### src/hdl/pcd_pkg.sv
// Percent decoder package: character codes, escape phase type, state and
// result structs, hex digit lookup. No dependencies.
`default_nettype none

package pcd_pkg;

    localparam logic [7:0] CH_PERCENT = 8'h25;
    localparam logic [7:0] CH_PLUS    = 8'h2B;
    localparam logic [7:0] CH_SPACE   = 8'h20;

    // Escape phase, one-hot
    typedef enum logic [2:0] {
        PH_NORMAL = 3'b001,
        PH_HIGH   = 3'b010,
        PH_LOW    = 3'b100
    } t_phase;

    typedef struct packed {
        t_phase     phase;
        logic [3:0] high_nibble;
        logic       failed;
    } t_state;

    typedef struct packed {
        logic       have;
        logic [7:0] data;
        logic       last;
        logic       error;
    } t_result;

    typedef struct packed {
        logic       ok;
        logic [3:0] value;
    } t_hex;

    // Hex digit: 0-9, A-F, a-f
    function automatic t_hex hex_value(input logic [7:0] c);
        t_hex h;
        h.ok    = 1'b1;
        h.value = 4'd0;
        if (c inside {[8'h30:8'h39]}) begin
            h.value = c[3:0];
        end else if (c inside {[8'h41:8'h46], [8'h61:8'h66]}) begin
            h.value = c[3:0] + 4'd9;
        end else begin
            h.ok = 1'b0;
        end
        return h;
    endfunction

endpackage

`default_nettype wire

### src/hdl/pcd_decode.sv
// Per-byte decode step: next escape state and the result for one item.
// Uses pcd_pkg.
`default_nettype none

module pcd_decode (
    input  wire logic           i_plus_as_space,
    input  wire logic [7:0]     i_byte,
    input  wire logic           i_last,
    input  wire pcd_pkg::t_state i_state,
    output pcd_pkg::t_state     o_state,
    output pcd_pkg::t_result    o_result
);

    pcd_pkg::t_hex hex;

    always_comb begin
        hex      = pcd_pkg::hex_value(i_byte);
        o_state  = i_state;
        o_result = '0;
        o_result.last = i_last;

        if (!i_state.failed) begin
            case (i_state.phase)
                pcd_pkg::PH_HIGH: begin
                    if (!hex.ok || i_last) begin
                        o_state.failed = 1'b1;
                    end else begin
                        o_state.high_nibble = hex.value;
                        o_state.phase       = pcd_pkg::PH_LOW;
                    end
                end
                pcd_pkg::PH_LOW: begin
                    if (!hex.ok) begin
                        o_state.failed = 1'b1;
                    end else begin
                        o_result.have = 1'b1;
                        o_result.data = {i_state.high_nibble, hex.value};
                        o_state.phase = pcd_pkg::PH_NORMAL;
                    end
                end
                default: begin
                    o_state.phase = pcd_pkg::PH_NORMAL;
                    if (i_byte == pcd_pkg::CH_PERCENT) begin
                        if (i_last) begin
                            o_state.failed = 1'b1;
                        end else begin
                            o_state.phase = pcd_pkg::PH_HIGH;
                        end
                    end else if (i_plus_as_space && i_byte == pcd_pkg::CH_PLUS) begin
                        o_result.have = 1'b1;
                        o_result.data = pcd_pkg::CH_SPACE;
                    end else begin
                        o_result.have = 1'b1;
                        o_result.data = i_byte;
                    end
                end
            endcase
        end

        // failed string: swallow until the last byte, then one error item
        if (o_state.failed) begin
            o_result.have  = i_last;
            o_result.data  = 8'h00;
            o_result.error = 1'b1;
        end

        if (i_last) begin
            o_state.phase       = pcd_pkg::PH_NORMAL;
            o_state.high_nibble = 4'd0;
            o_state.failed      = 1'b0;
        end
    end

endmodule

`default_nettype wire

### src/hdl/percent_decoder.sv
// URL percent decoder, top level: input register, decode step, result register.
// Uses pcd_pkg and pcd_decode.
`default_nettype none

// Decodes one URL component, one byte per item on the slave stream, tlast
// marking the final byte of a string. Ordinary bytes pass through; with
// plus_as_space set, '+' becomes a space; '%' plus exactly two hex digits
// yields the byte they encode ('%' and the first digit give no item). A bad
// digit or an escape cut short by the end of the string fails the string:
// later bytes are swallowed and the last byte gives one item with tuser
// (decode_error) set, tdata zero and tlast set, meaning "discard the string".
// Throughput is one item per cycle while the master side does not stall; a
// taken byte is held in the input register, then decoded into the result
// register that drives the master side. A stalled result holds the input
// register, which in turn drops s_axis_tready in the same cycle. The
// only loop is the escape state update, one short step per byte.
// plus_as_space may be written only while the block is idle; the
// configuration port is always ready.
module percent_decoder (
    input  wire logic       i_clk,
    input  wire logic       i_rst_n,

    input  wire logic       i_cfg_valid,
    output logic            o_cfg_ready,
    input  wire logic       i_cfg_data,      // plus_as_space

    input  wire logic       s_axis_tvalid,
    output logic            s_axis_tready,
    input  wire logic [7:0] s_axis_tdata,    // [7:0] in_byte
    input  wire logic       s_axis_tlast,    // in_last

    output logic            m_axis_tvalid,
    input  wire logic       m_axis_tready,
    output logic [7:0]      m_axis_tdata,    // [7:0] out_byte
    output logic            m_axis_tlast,    // out_last
    output logic            m_axis_tuser     // [0] decode_error
);

    logic              r_plus_as_space;

    // input register
    logic              r_in_valid;
    logic [7:0]        r_in_byte;
    logic              r_in_last;

    // escape state
    pcd_pkg::t_state   r_state;
    pcd_pkg::t_state   n_state;
    pcd_pkg::t_result  w_result;

    // result register
    logic              r_out_valid;
    logic [7:0]        r_out_data;
    logic              r_out_last;
    logic              r_out_error;

    logic              w_adv;   // input register item moves through decode

    assign o_cfg_ready   = 1'b1;
    assign w_adv         = r_in_valid && (!r_out_valid || m_axis_tready);
    assign s_axis_tready = !r_in_valid || w_adv;

    assign m_axis_tvalid = r_out_valid;
    assign m_axis_tdata  = r_out_data;
    assign m_axis_tlast  = r_out_last;
    assign m_axis_tuser  = r_out_error;

    pcd_decode u_decode (
        .i_plus_as_space (r_plus_as_space),
        .i_byte          (r_in_byte),
        .i_last          (r_in_last),
        .i_state         (r_state),
        .o_state         (n_state),
        .o_result        (w_result)
    );

    always_ff @(posedge i_clk) begin
        if (!i_rst_n) begin
            r_plus_as_space <= 1'b0;
        end else if (i_cfg_valid && o_cfg_ready) begin
            r_plus_as_space <= i_cfg_data;
        end
    end

    // input register
    always_ff @(posedge i_clk) begin
        if (!i_rst_n) begin
            r_in_valid <= 1'b0;
        end else if (s_axis_tready) begin
            r_in_valid <= s_axis_tvalid;
        end
    end

    always_ff @(posedge i_clk) begin
        if (s_axis_tvalid && s_axis_tready) begin
            r_in_byte <= s_axis_tdata;
            r_in_last <= s_axis_tlast;
        end
    end

    // escape state advances once per decoded item
    always_ff @(posedge i_clk) begin
        if (!i_rst_n) begin
            r_state.phase       <= pcd_pkg::PH_NORMAL;
            r_state.high_nibble <= 4'd0;
            r_state.failed      <= 1'b0;
        end else if (w_adv) begin
            r_state <= n_state;
        end
    end

    // result register
    always_ff @(posedge i_clk) begin
        if (!i_rst_n) begin
            r_out_valid <= 1'b0;
        end else if (w_adv) begin
            r_out_valid <= w_result.have;
        end else if (m_axis_tready) begin
            r_out_valid <= 1'b0;
        end
    end

    always_ff @(posedge i_clk) begin
        if (w_adv && w_result.have) begin
            r_out_data  <= w_result.data;
            r_out_last  <= w_result.last;
            r_out_error <= w_result.error;
        end
    end

`ifndef SYNTHESIS
    // an error item is always a zero byte closing the string
    a_error_form: assert property (@(posedge i_clk) disable iff (!i_rst_n)
        m_axis_tvalid && m_axis_tuser |-> m_axis_tlast && m_axis_tdata == 8'h00)
        else $error("error item not zero or not last");

    // a last byte leaves the escape state clear
    a_end_clears: assert property (@(posedge i_clk) disable iff (!i_rst_n)
        w_adv && r_in_last |=> !r_state.failed && r_state.phase == pcd_pkg::PH_NORMAL)
        else $error("escape state not cleared at end of string");

    // a held input item is neither lost nor replaced
    a_in_hold: assert property (@(posedge i_clk) disable iff (!i_rst_n)
        r_in_valid && !w_adv |=> r_in_valid && $stable(r_in_byte) && $stable(r_in_last))
        else $error("input register dropped a held item");

    // a finished result is not overwritten while stalled
    a_out_hold: assert property (@(posedge i_clk) disable iff (!i_rst_n)
        r_out_valid && !m_axis_tready |-> !w_adv)
        else $error("result register overwritten while stalled");
`endif

endmodule

`default_nettype wire

### config.mk
export PLATFORM = sky130hd
export DESIGN_NAME = percent_decoder
export DESIGN_NICKNAME = d
export VERILOG_FILES = /design/src/hdl/pcd_pkg.sv /design/src/hdl/pcd_decode.sv /design/src/hdl/percent_decoder.sv
export SDC_FILE = /design/constraint.sdc
export NUM_CORES = 1
export LEC_CHECK = 0
export ABC_CLOCK_PERIOD_IN_PS = 6800
export BUFFER_PORTS_ARGS = -buffer_cell sky130_fd_sc_hd__buf_4
export CAP_MARGIN = 5
export CORE_MARGIN = 5
export CORE_UTILIZATION = 35
export CTS_CLUSTER_SIZE = 16
export DETAILED_ROUTE_END_ITERATION = 8
export SLEW_MARGIN = 10
export SYNTH_ARGS = -nofsm -noshare
export SYNTH_HDL_FRONTEND = slang
export SYNTH_SLANG_ARGS = --single-unit
### constraint.sdc
create_clock -name i_clk -period 6.8 [get_ports i_clk]
set_input_delay 1.36 -clock i_clk [delete_from_list [all_inputs] [get_ports i_clk]]
set_output_delay 1.36 -clock i_clk [all_outputs]
set_load 0.03 [all_outputs]
==> results.py, run 1 <==
metrics = {
    "detailed_routing": {
        "vias": 1213,
        "via_per_inst": 5.42,
        "drc_errors": 0,
        "drtIter0Drc": 79,
        "wl_per_cell_um": 14.2,
        "ant_nets": 0,
        "wl_um": 3180,
        "drt_first_pass_iters": 4,
    },
    "sta": {
        "period_share": 0.483,
        "hold_violations": 0,
        "max-slew-margin-rel": 0.388,
        "finalClockSkew_ns": 0.00291,
        "fin_crit_ns": 3.29,
        "setup_viol": 0,
        "fin_setup_tns_ns": 0,
        "rsz0062_at_grt": "no",
        "worst_pin_slew_ns": 0.917,
        "fin_ws_ns": 3.51,
        "fmax_mhz": 304,
        "slew_viol_final": 0,
    },
    "yosys": {
        "synth-seq-area-share": 0.511,
        "synthFlopType": "edfxtp_1",
        "synth-edff-count": 19,
        "syn_inst": 144,
        "synth_nets": 163,
        "ys_types": 48,
        "syn_avg_cell_area_sq_um": 10.7,
        "synth_area_sq_mm": 0.00155,
        "yosys_warnings": 0,
        "synthArstFlopShare": 0,
        "yosys-top-cells-area": "edfxtp_1 37%, dfxtp_1 14%, nor2_1 4.4%",
        "synth-seq-cells": 30,
        "synth_top_area_share": 0.369,
        "yosys.area.top_type": "edfxtp_1",
    },
    "finish": {
        "layout.nets": 191,
        "syn_to_final_growth_pct": 20.5,
        "utilization": 0.431,
        "final_cell_mix": "26 x buf_4, 19 x edfxtp_1, 18 x nor2_1, 11 x dfxtp_1, 8 x nand2_1",
        "stdcell_count": 224,
        "final_common_cell": "buf_4",
        "drive_above_1_share": 0.233,
        "diodes": 0,
        "n_fill_cell": 430,
    },
    "power_and_ir_drop": {
        "ir_worst_vdd_mv": 0.102,
        "p_leak_nw": 0.744,
        "p_sw_w": 0.0000940,
        "sw_frac_of_total": 0.237,
        "p_total_w": 0.000397,
        "seqPwrFrac": 0.531,
        "power.density_mw_per_mm2": 213,
        "pwr-share-comb": 0.116,
        "clkPwrFrac": 0.353,
        "intPower_w": 0.000303,
    },
    "worst_setup_path": {
        "critPathLaunch": "m_axis_tready",
        "crit_top_cell": "buf_4",
        "crit_path_end_kind": "output pin",
        "r2r_end": "m_axis_tdata[6]",
        "crit_type": "input port to output pin",
        "cp_slowest_stage_delay_ns": 0.18,
        "reg2reg_depth": 6,
        "crit_required_ns": 5.44,
        "cp_data_arrival_time_ns": 1.93,
        "crit_chain": "buf_4, nor2b_1, nand2_1, buf_4",
        "crit-reg2reg-launch": "r_in_byte[0]",
        "worstPathMaxFanout": 3,
        "worst_setup_path_start_kind": "input port",
        "slowest_stage": "nor2b_1",
        "r2r_slack_ns": 3.80,
    },
    "floorplan": {
        "row_count": 24,
        "die_w_um": 76.5,
        "die_y_um": 76.5,
        "start_util": 0.358,
        "die_area_sq_mm": 0.00585,
        "coreArea_sq_mm": 0.00432,
        "ios": 28,
    },
    "grt": {
        "antenna_found_initial": 0,
        "grt_pass1_wl_um": 5490,
        "grt_pass1_vias": 1211,
        "grt_usage": 0.113,
        "grt-ovfl-total": 0,
        "grt_max_degree": 11,
    },
    "hold_path": {
        "worst_hold_startpoint": "r_state[1]",
        "hold_depth": 1,
        "worstHoldEndpoint": "r_state[1]",
        "hold_class": "flip-flop to flip-flop",
    },
    "place": {
        "place_inst": 217,
        "preCtsSetupSlack_ns": 3.51,
        "dp_hpwl_um": 2440,
        "place.gp.congestion": 0.830,
        "port_buffers": 26,
    },
    "clocking": {
        "cts_sinks": 30,
        "cts_buffers": 5,
        "cts_buffer_depth": 2,
        "clkLatencyLatePin_ns": 0.28,
        "cts_resized": 0,
        "cts_setup_buffers": 0,
        "cts_tree": "built",
        "cts_root_buf": "clkbuf_8",
        "cts.clk_slew.worst_paths_ns": 0.06,
        "hold_buffers": 0,
        "h-tree-depth": 2,
    },
    "status": {
        "status": "completed",
    },
    "run": {
        "cap_viol_max_count": 0,
    },
}
[worst max-delay path: cells and delay by family]
family	cells	cell delay, ns
buffers and inverters	2	0.28
and+or+nand+nor	2	0.28
[cell usage after synthesis (2+ instances only)]
| cell type | n |
|---|---|
| nor2b_1 | 2 |
| a221oi_1 | 2 |
| clkbuf_1 | 3 |
| or3_4 | 2 |
| nand2_1 | 8 |
| nor3_1 | 2 |
| mux2i_1 | 5 |
| inv_1 | 7 |
| nand3_1 | 5 |
| a21oi_1 | 5 |
| a31oi_1 | 2 |
| dfxtp_1 | 11 |
| or3b_2 | 2 |
| ha_1 | 4 |
| and2_1 | 3 |
| a22oi_1 | 7 |
| nor2_1 | 18 |
| o2bb2ai_1 | 5 |
| o21ai_0 | 4 |
| edfxtp_1 | 19 |
[power groups by stage]
| stage | Sequential (W) | Combinational (W) | Clock [W] |
|---|---|---|---|
| 2_1_floorplan | 0.000219 | 0.0000253 | 0 |
| 6_report | 0.000211 | 0.0000461 | 0.000140 |
| 3_5_place_dp | 0.000215 | 0.0000463 | 0 |
| 5_1_grt | 0.000212 | 0.0000507 | 0.000154 |
| 3_3_place_gp | 0.000215 | 0.0000455 | 0 |
| 4_1_cts | 0.000211 | 0.0000464 | 0.000146 |
[cells by family (layout without fill, tap and decap cells)]
family,Yosys count,count (layout),share of synthesized area
AND/OR/NAND/NOR,53,53,0.188
multiplexers,5,5,0.0323
adder cells (fa/ha/maj),4,4,0.0323
AO/OA/AOI/OAI,37,37,0.186
other,1,1,0.00242
flip-flops,30,30,0.511
XOR/XNOR,2,2,0.0113
buffers and inverters,12,40,0.0364
[area by class of cell]
class	count	area, sq um	area share
sequential	30	791	0.424
multi-input combinational	102	701	0.376
timing repair buffer	26	195	0.105
clock buffer	7	86.3	0.0463
tap	52	65.1	0.0349
inverter	7	26.3	0.0141
[layer usage]
layer / GRT usage / routed length, um / part of all wire / vias to the layer above
li1: - / - / - / 601
met1: 0.136 / 1410 / 0.44 / 550
met2: 0.176 / 1410 / 0.44 / 55
met3: 0.0508 / 302 / 0.095 / 7
met4: 0.0455 / 59 / 0.019 / 0
met5: 0 / 0 / 0 / -
[through the flow]
step                      instance area, sq um  hold WS [ns]
final                                     1860         0.474
after global routing                      1860         0.497
after CTS                                 1860         0.474
after detailed placement                  1780         0.458
after global placement                    1780         0.452
after floorplan                           1550         0.433
[worst max path at each step]
stage | slack [ns] | cells past startpoint | endpoint
after floorplan | 3.70 | 2 | s_axis_tready
after global placement | 3.55 | 4 | s_axis_tready
after detailed placement | 3.51 | 4 | s_axis_tready
after CTS | 3.50 | 4 | s_axis_tready
after global routing | 3.45 | 4 | s_axis_tready
final | 3.51 | 4 | s_axis_tready
No activity file was read; power rests on OpenSTA's default activity.
==> run 2, diff against run 1 <==
ABC_CLOCK_PERIOD_IN_PS = 3080   (was 6800)
clock period = 3.08 ns   (was 6.8 ns; I/O delays follow)
==> run 2 against run 1 <==
Effect of this change:
- die area stayed put
- first-iteration DRC count grew 13%
- cell area increased by 1.7%
- setup slack lost 3.0 ns
- wire length grew 1.2%
- sequential power increased by 120%
- cell count increased by 1.8%
- via count up 0.49%
- power increased by 120%
- highest routed layer unchanged
==> results.py, run 2 (synthesis results as in run 1) <==
metrics = {
    "clocking": {
        "cts_sinks": 30,
        "cts_buffers": 5,
        "cts_root_buf": "clkbuf_8",
        "cts.clk_slew.worst_paths_ns": 0.06,
        "cts_buffer_depth": 2,
        "clkLatencyLatePin_ns": 0.28,
        "cts_setup_buffers": 0,
        "cts_tree": "built",
        "h-tree-depth": 2,
        "hold_buffers": 0,
        "cts_resized": 0,
    },
    "detailed_routing": {
        "ant_nets": 0,
        "drtIter0Drc": 89,
        "drt_first_pass_iters": 4,
        "wl_um": 3220,
        "via_per_inst": 5.35,
        "wl_per_cell_um": 14.1,
        "vias": 1219,
        "drc_errors": 0,
    },
    "floorplan": {
        "coreArea_sq_mm": 0.00432,
        "ios": 28,
        "die_y_um": 76.5,
        "start_util": 0.358,
        "die_area_sq_mm": 0.00585,
        "die_w_um": 76.5,
        "row_count": 24,
    },
    "finish": {
        "seq_area_sq_um": 791,
        "layout.nets": 194,
        "diodes": 0,
        "final_cell_mix": "29 x buf_4, 19 x edfxtp_1, 18 x nor2_1, 11 x dfxtp_1, 8 x nand2_1",
        "stdcell_count": 228,
        "multiInputGateArea_sq_um": 704,
        "n_fill_cell": 414,
        "syn_to_final_growth_pct": 22.5,
        "final_common_cell": "buf_4",
        "drive_above_1_share": 0.256,
    },
    "hold_path": {
        "worst_hold_startpoint": "r_state[1]",
        "hold_class": "flip-flop to flip-flop",
    },
    "grt": {
        "grt-ovfl-total": 0,
        "grt_usage": 0.117,
        "grt_pass1_wl_um": 5580,
        "antenna_found_initial": 0,
        "grt_max_degree": 11,
        "grt_pass1_vias": 1200,
    },
    "sta": {
        "fin_ws_ns": 0.478,
        "max-slew-margin-rel": 0.655,
        "fin_crit_ns": 2.60,
        "fmax_mhz": 384,
        "setup_viol": 0,
        "fin_setup_tns_ns": 0,
        "worst_pin_slew_ns": 0.518,
        "rsz0062_at_grt": "no",
        "period_share": 0.845,
        "slew_viol_final": 0,
        "finalClockSkew_ns": 0.00541,
        "hold_violations": 0,
    },
    "power_and_ir_drop": {
        "clkPwrFrac": 0.359,
        "sw_frac_of_total": 0.242,
        "power.density_mw_per_mm2": 470,
        "seqPwrFrac": 0.522,
        "p_sw_w": 0.000216,
        "intPower_w": 0.000675,
        "p_leak_nw": 0.763,
        "ir_worst_vdd_mv": 0.256,
        "pwr-share-comb": 0.119,
    },
    "worst_setup_path": {
        "cp_data_arrival_time_ns": 2.52,
        "worst_setup_path_start_kind": "flip-flop",
        "crit_required_ns": 3.00,
        "crit_path_end_kind": "flip-flop",
        "crit-reg2reg-launch": "r_in_byte[0]",
        "worstPathMaxFanout": 10,
        "critPathLaunch": "r_in_byte[0]",
        "crit_type": "flip-flop to flip-flop",
    },
    "place": {
        "dp_hpwl_um": 2580,
        "port_buffers": 26,
        "place.gp.congestion": 0.892,
        "place_inst": 220,
        "preCtsSetupSlack_ns": 0.190,
    },
    "status": {
        "status": "completed",
    },
    "run": {
        "cap_viol_max_count": 0,
    },
}
run 2: path summary, 6_finish.rpt:
check	end	cells after the start	slack [ns]
worst max-delay path	m_axis_tdata[5]	7	0.48
worst min-delay path	r_state[1]	1	0.46
worst max register to register	m_axis_tdata[5]	7	0.48
worst min register to register	r_state[1]	1	0.46
run 2: layer usage:
layer | vias up | GRT usage | routed length, um
met1 | 553 | 0.146 | 1400
met5 | - | 0 | 0
met2 | 49 | 0.181 | 1510
met4 | 0 | 0.0455 | 75
met3 | 7 | 0.0461 | 241
li1 | 610 | - | -
run 2: layout make-up:
cell class | instances | share of cell area
clock buffer | 7 | 0.0455
timing repair buffer | 29 | 0.115
inverter | 7 | 0.0139
multi-input combinational | 102 | 0.372
tap | 52 | 0.0343
clock inverter | 1 | 0.00264
sequential | 30 | 0.417
run 2: power groups by stage:
stage               sequential (W)  combinational, W  clock (W)
floorplan                 0.000483         0.0000558          0
global placement          0.000472          0.000107          0
detailed placement        0.000473          0.000106          0
CTS                       0.000465          0.000107   0.000330
global route              0.000467          0.000117   0.000345
finish                    0.000465          0.000106   0.000320
run 2: worst max-delay path, cell delays in order, from the launching register on:
cell and delay, ns:
edfxtp_1 0.48, inv_1 0.13, ha_1 0.23, or3b_2 0.19, or3b_1 0.39, nor2_1 0.15
o221ai_2 0.21, a21oi_2 0.46
run 2: through the flow:
stage	power (W)	cell area (sq um)	hold WS (ns)	utilization
final	0.000891	1900	0.465	0.438
after floorplan	0.000539	1550	0.433	-
after global placement	0.000579	1800	0.463	0.416
after global routing	0.000928	1900	0.488	0.438
after detailed placement	0.000580	1800	0.448	0.416
after CTS	0.000902	1890	0.468	0.438
==> run 3, diff against run 2 <==
ABC_AREA = 1   (was unset)
ABC_CLOCK_PERIOD_IN_PS = 2650   (was 3080)
clock period = 2.65 ns   (was 3.08 ns; I/O delays follow)
==> run 3 against run 2 <==
Effect of this change:
- cell count rose by 21%
- register-to-register slack improved by 0.07 ns
- worst hold slack got worse by 0.044 ns
- wire length fell by 4.0%
- first-iteration DRC count fell by 1.1%
- combinational power rose by 53%
==> results.py, run 3 <==
metrics = {
    "yosys": {
        "yosys-top-cells-area": "edfxtp_1 37%, dfxtp_1 14%, nand2_1 10%",
        "yosys_warnings": 0,
        "synthTopCellsByCount": "42 x nand2_1, 32 x inv_1, 22 x nor2_1",
        "yosys.area_share.simple": 0.277,
        "yosys.area.top_type": "edfxtp_1",
        "muxShareOfSynthArea": 0,
        "syn_avg_cell_area_sq_um": 8.18,
        "synth_compound_area_frac": 0.0817,
        "synth-seq-cells": 30,
        "synthFlopType": "edfxtp_1",
        "synth-seq-area-share": 0.506,
        "ys_types": 23,
        "synth_xor_area_frac": 0.0112,
        "synth_nets": 210,
        "syn_inst": 191,
        "synth-edff-count": 19,
        "synth_top_family_by_area": "simple AND/OR/NAND/NOR gates",
        "synth_top_area_share": 0.365,
        "synthArstFlopShare": 0,
        "synthAdderAreaFrac": 0.0321,
        "synth_area_sq_mm": 0.00156,
        "yosysMostFrequentCell": "nand2_1",
    },
    "worst_setup_path": {
        "crit_required_ns": 2.60,
        "crit_type": "flip-flop to flip-flop",
        "worst_setup_path_start_kind": "flip-flop",
        "crit_path_end_kind": "flip-flop",
        "crit-reg2reg-launch": "r_in_byte[1]",
        "worstPathMaxFanout": 10,
        "r2r_end": "m_axis_tdata[0]",
        "cp_data_arrival_time_ns": 2.05,
        "reg2reg_depth": 8,
        "r2r_slack_ns": 0.55,
    },
    "detailed_routing": {
        "wl_um": 3090,
        "drtIter0Drc": 88,
        "wl_per_cell_um": 11.2,
        "vias": 1259,
        "via_per_inst": 4.56,
        "drc_errors": 0,
        "ant_nets": 0,
        "drt_first_pass_iters": 4,
    },
    "floorplan": {
        "row_count": 24,
        "coreArea_sq_mm": 0.00435,
        "die_w_um": 76.8,
        "ios": 28,
        "die_area_sq_mm": 0.00590,
        "die_y_um": 76.8,
        "start_util": 0.359,
    },
    "run": {
        "cap_viol_max_count": 0,
    },
    "finish": {
        "final_cell_mix": "42 x nand2_1, 32 x inv_1, 26 x buf_4, 22 x nor2_1, 19 x edfxtp_1",
        "layout.nets": 242,
        "syn_to_final_growth_pct": 22.0,
        "n_fill_cell": 440,
        "diodes": 0,
        "drive_above_1_share": 0.205,
        "final_common_cell": "nand2_1",
    },
    "sta": {
        "period_share": 0.791,
        "fmax_mhz": 477,
        "slew_viol_final": 0,
        "finalClockSkew_ns": 0.00467,
        "fin_hold_ws_ns": 0.420,
        "fin_crit_ns": 2.10,
        "rsz0062_at_grt": "no",
        "hold_violations": 0,
        "setup_viol": 0,
        "fin_setup_tns_ns": 0,
    },
    "grt": {
        "grt-ovfl-total": 0,
        "grt_pass1_wl_um": 5280,
        "grt_max_degree": 11,
        "grt_pass1_vias": 1162,
        "antenna_found_initial": 0,
        "grt_usage": 0.114,
    },
    "hold_path": {
        "worstHoldEndpoint": "r_in_byte[4]",
        "hold_depth": 1,
        "worst_hold_startpoint": "s_axis_tdata[4]",
        "hold_class": "input port to flip-flop",
    },
    "place": {
        "dp_hpwl_um": 2450,
        "port_buffers": 26,
        "place.gp.congestion": 0.852,
    },
    "clocking": {
        "cts_buffer_depth": 2,
        "cts.clk_slew.worst_paths_ns": 0.06,
        "cts_buffers": 5,
        "cts_sinks": 30,
        "clkLatencyLatePin_ns": 0.29,
        "cts_root_buf": "clkbuf_8",
        "h-tree-depth": 2,
        "cts_setup_buffers": 0,
        "cts_tree": "built",
        "hold_buffers": 0,
        "cts_resized": 0,
    },
    "power_and_ir_drop": {
        "ir_worst_vdd_mv": 0.224,
        "power.density_mw_per_mm2": 570,
        "p_leak_nw": 0.896,
    },
    "status": {
        "status": "completed",
    },
}
==> run 3: how the worst max path moves through the flow <==
stage	startpoint	endpoint	slack (ns)	cells past startpoint
floorplan	r_in_byte[1]	m_axis_tdata[0]	0.84	8
global placement	r_in_byte[1]	m_axis_tdata[0]	0.65	8
detailed placement	r_in_byte[1]	m_axis_tdata[5]	0.56	8
CTS	r_in_byte[1]	m_axis_tdata[5]	0.55	8
global route	r_in_byte[1]	m_axis_tlast	0.30	8
finish	r_in_byte[1]	m_axis_tdata[0]	0.55	8
==> run 3: cells by family (layout without fill, tap and decap cells) <==
family,count (synthesis),after routing
compound gates,25,25
xor+xnor,2,2
fa+ha+maj,4,4
buf+inv,36,69
flops,30,30
other cells,1,1
simple gates,93,93
==> run 3: stage by stage <==
step	cell area (sq um)	std cells	util	total power (W)	setup slack, ns
2_1_floorplan	1560	191	-	0.000662	0.841
3_3_place_gp	1810	268	0.417	0.000716	0.654
3_5_place_dp	1810	268	0.417	0.000719	0.556
4_1_cts	1900	276	0.437	0.00110	0.550
5_1_grt	1900	276	0.437	0.00114	0.297
6_report	1900	276	0.437	0.00109	0.553
==> run 3: metal layers <==
| layer | global-route usage | wire (um) | up-vias |
|---|---|---|---|
| met5 | 0 | 0 | - |
| met2 | 0.161 | 1320 | 33 |
| met3 | 0.0410 | 204 | 10 |
| met1 | 0.140 | 1440 | 545 |
| met4 | 0.0874 | 130 | 0 |
| li1 | - | - | 671 |
==> run 3: final cells by class <==
| class | instances | area [sq um] | share of cell area |
|---|---|---|---|
| well taps | 52 | 65.1 | 0.0342 |
| flip-flops and latches | 30 | 791 | 0.415 |
| inverters | 35 | 131 | 0.0690 |
| clock buffers | 8 | 90.1 | 0.0473 |
| repair buffers | 26 | 195 | 0.102 |
| multi-input cells | 125 | 632 | 0.332 |
==> run 3: worst max-delay path, stage by stage, from the launching register on <==
cell and delay [ns]:
edfxtp_1 0.48, inv_1 0.14, ha_1 0.20, nand2_1 0.06, nand3_1 0.09, nand2_2 0.15
nand4_2 0.18, nand3_1 0.14, inv_1 0.32
==> run 3: power breakdown <==
group	switching, W	total, W	internal, W
clock	0.000167	0.000378	0.000211
sequential	0.0000164	0.000546	0.000530
combinational	0.000103	0.000162	0.0000587
total	0.000286	0.00109	0.000800
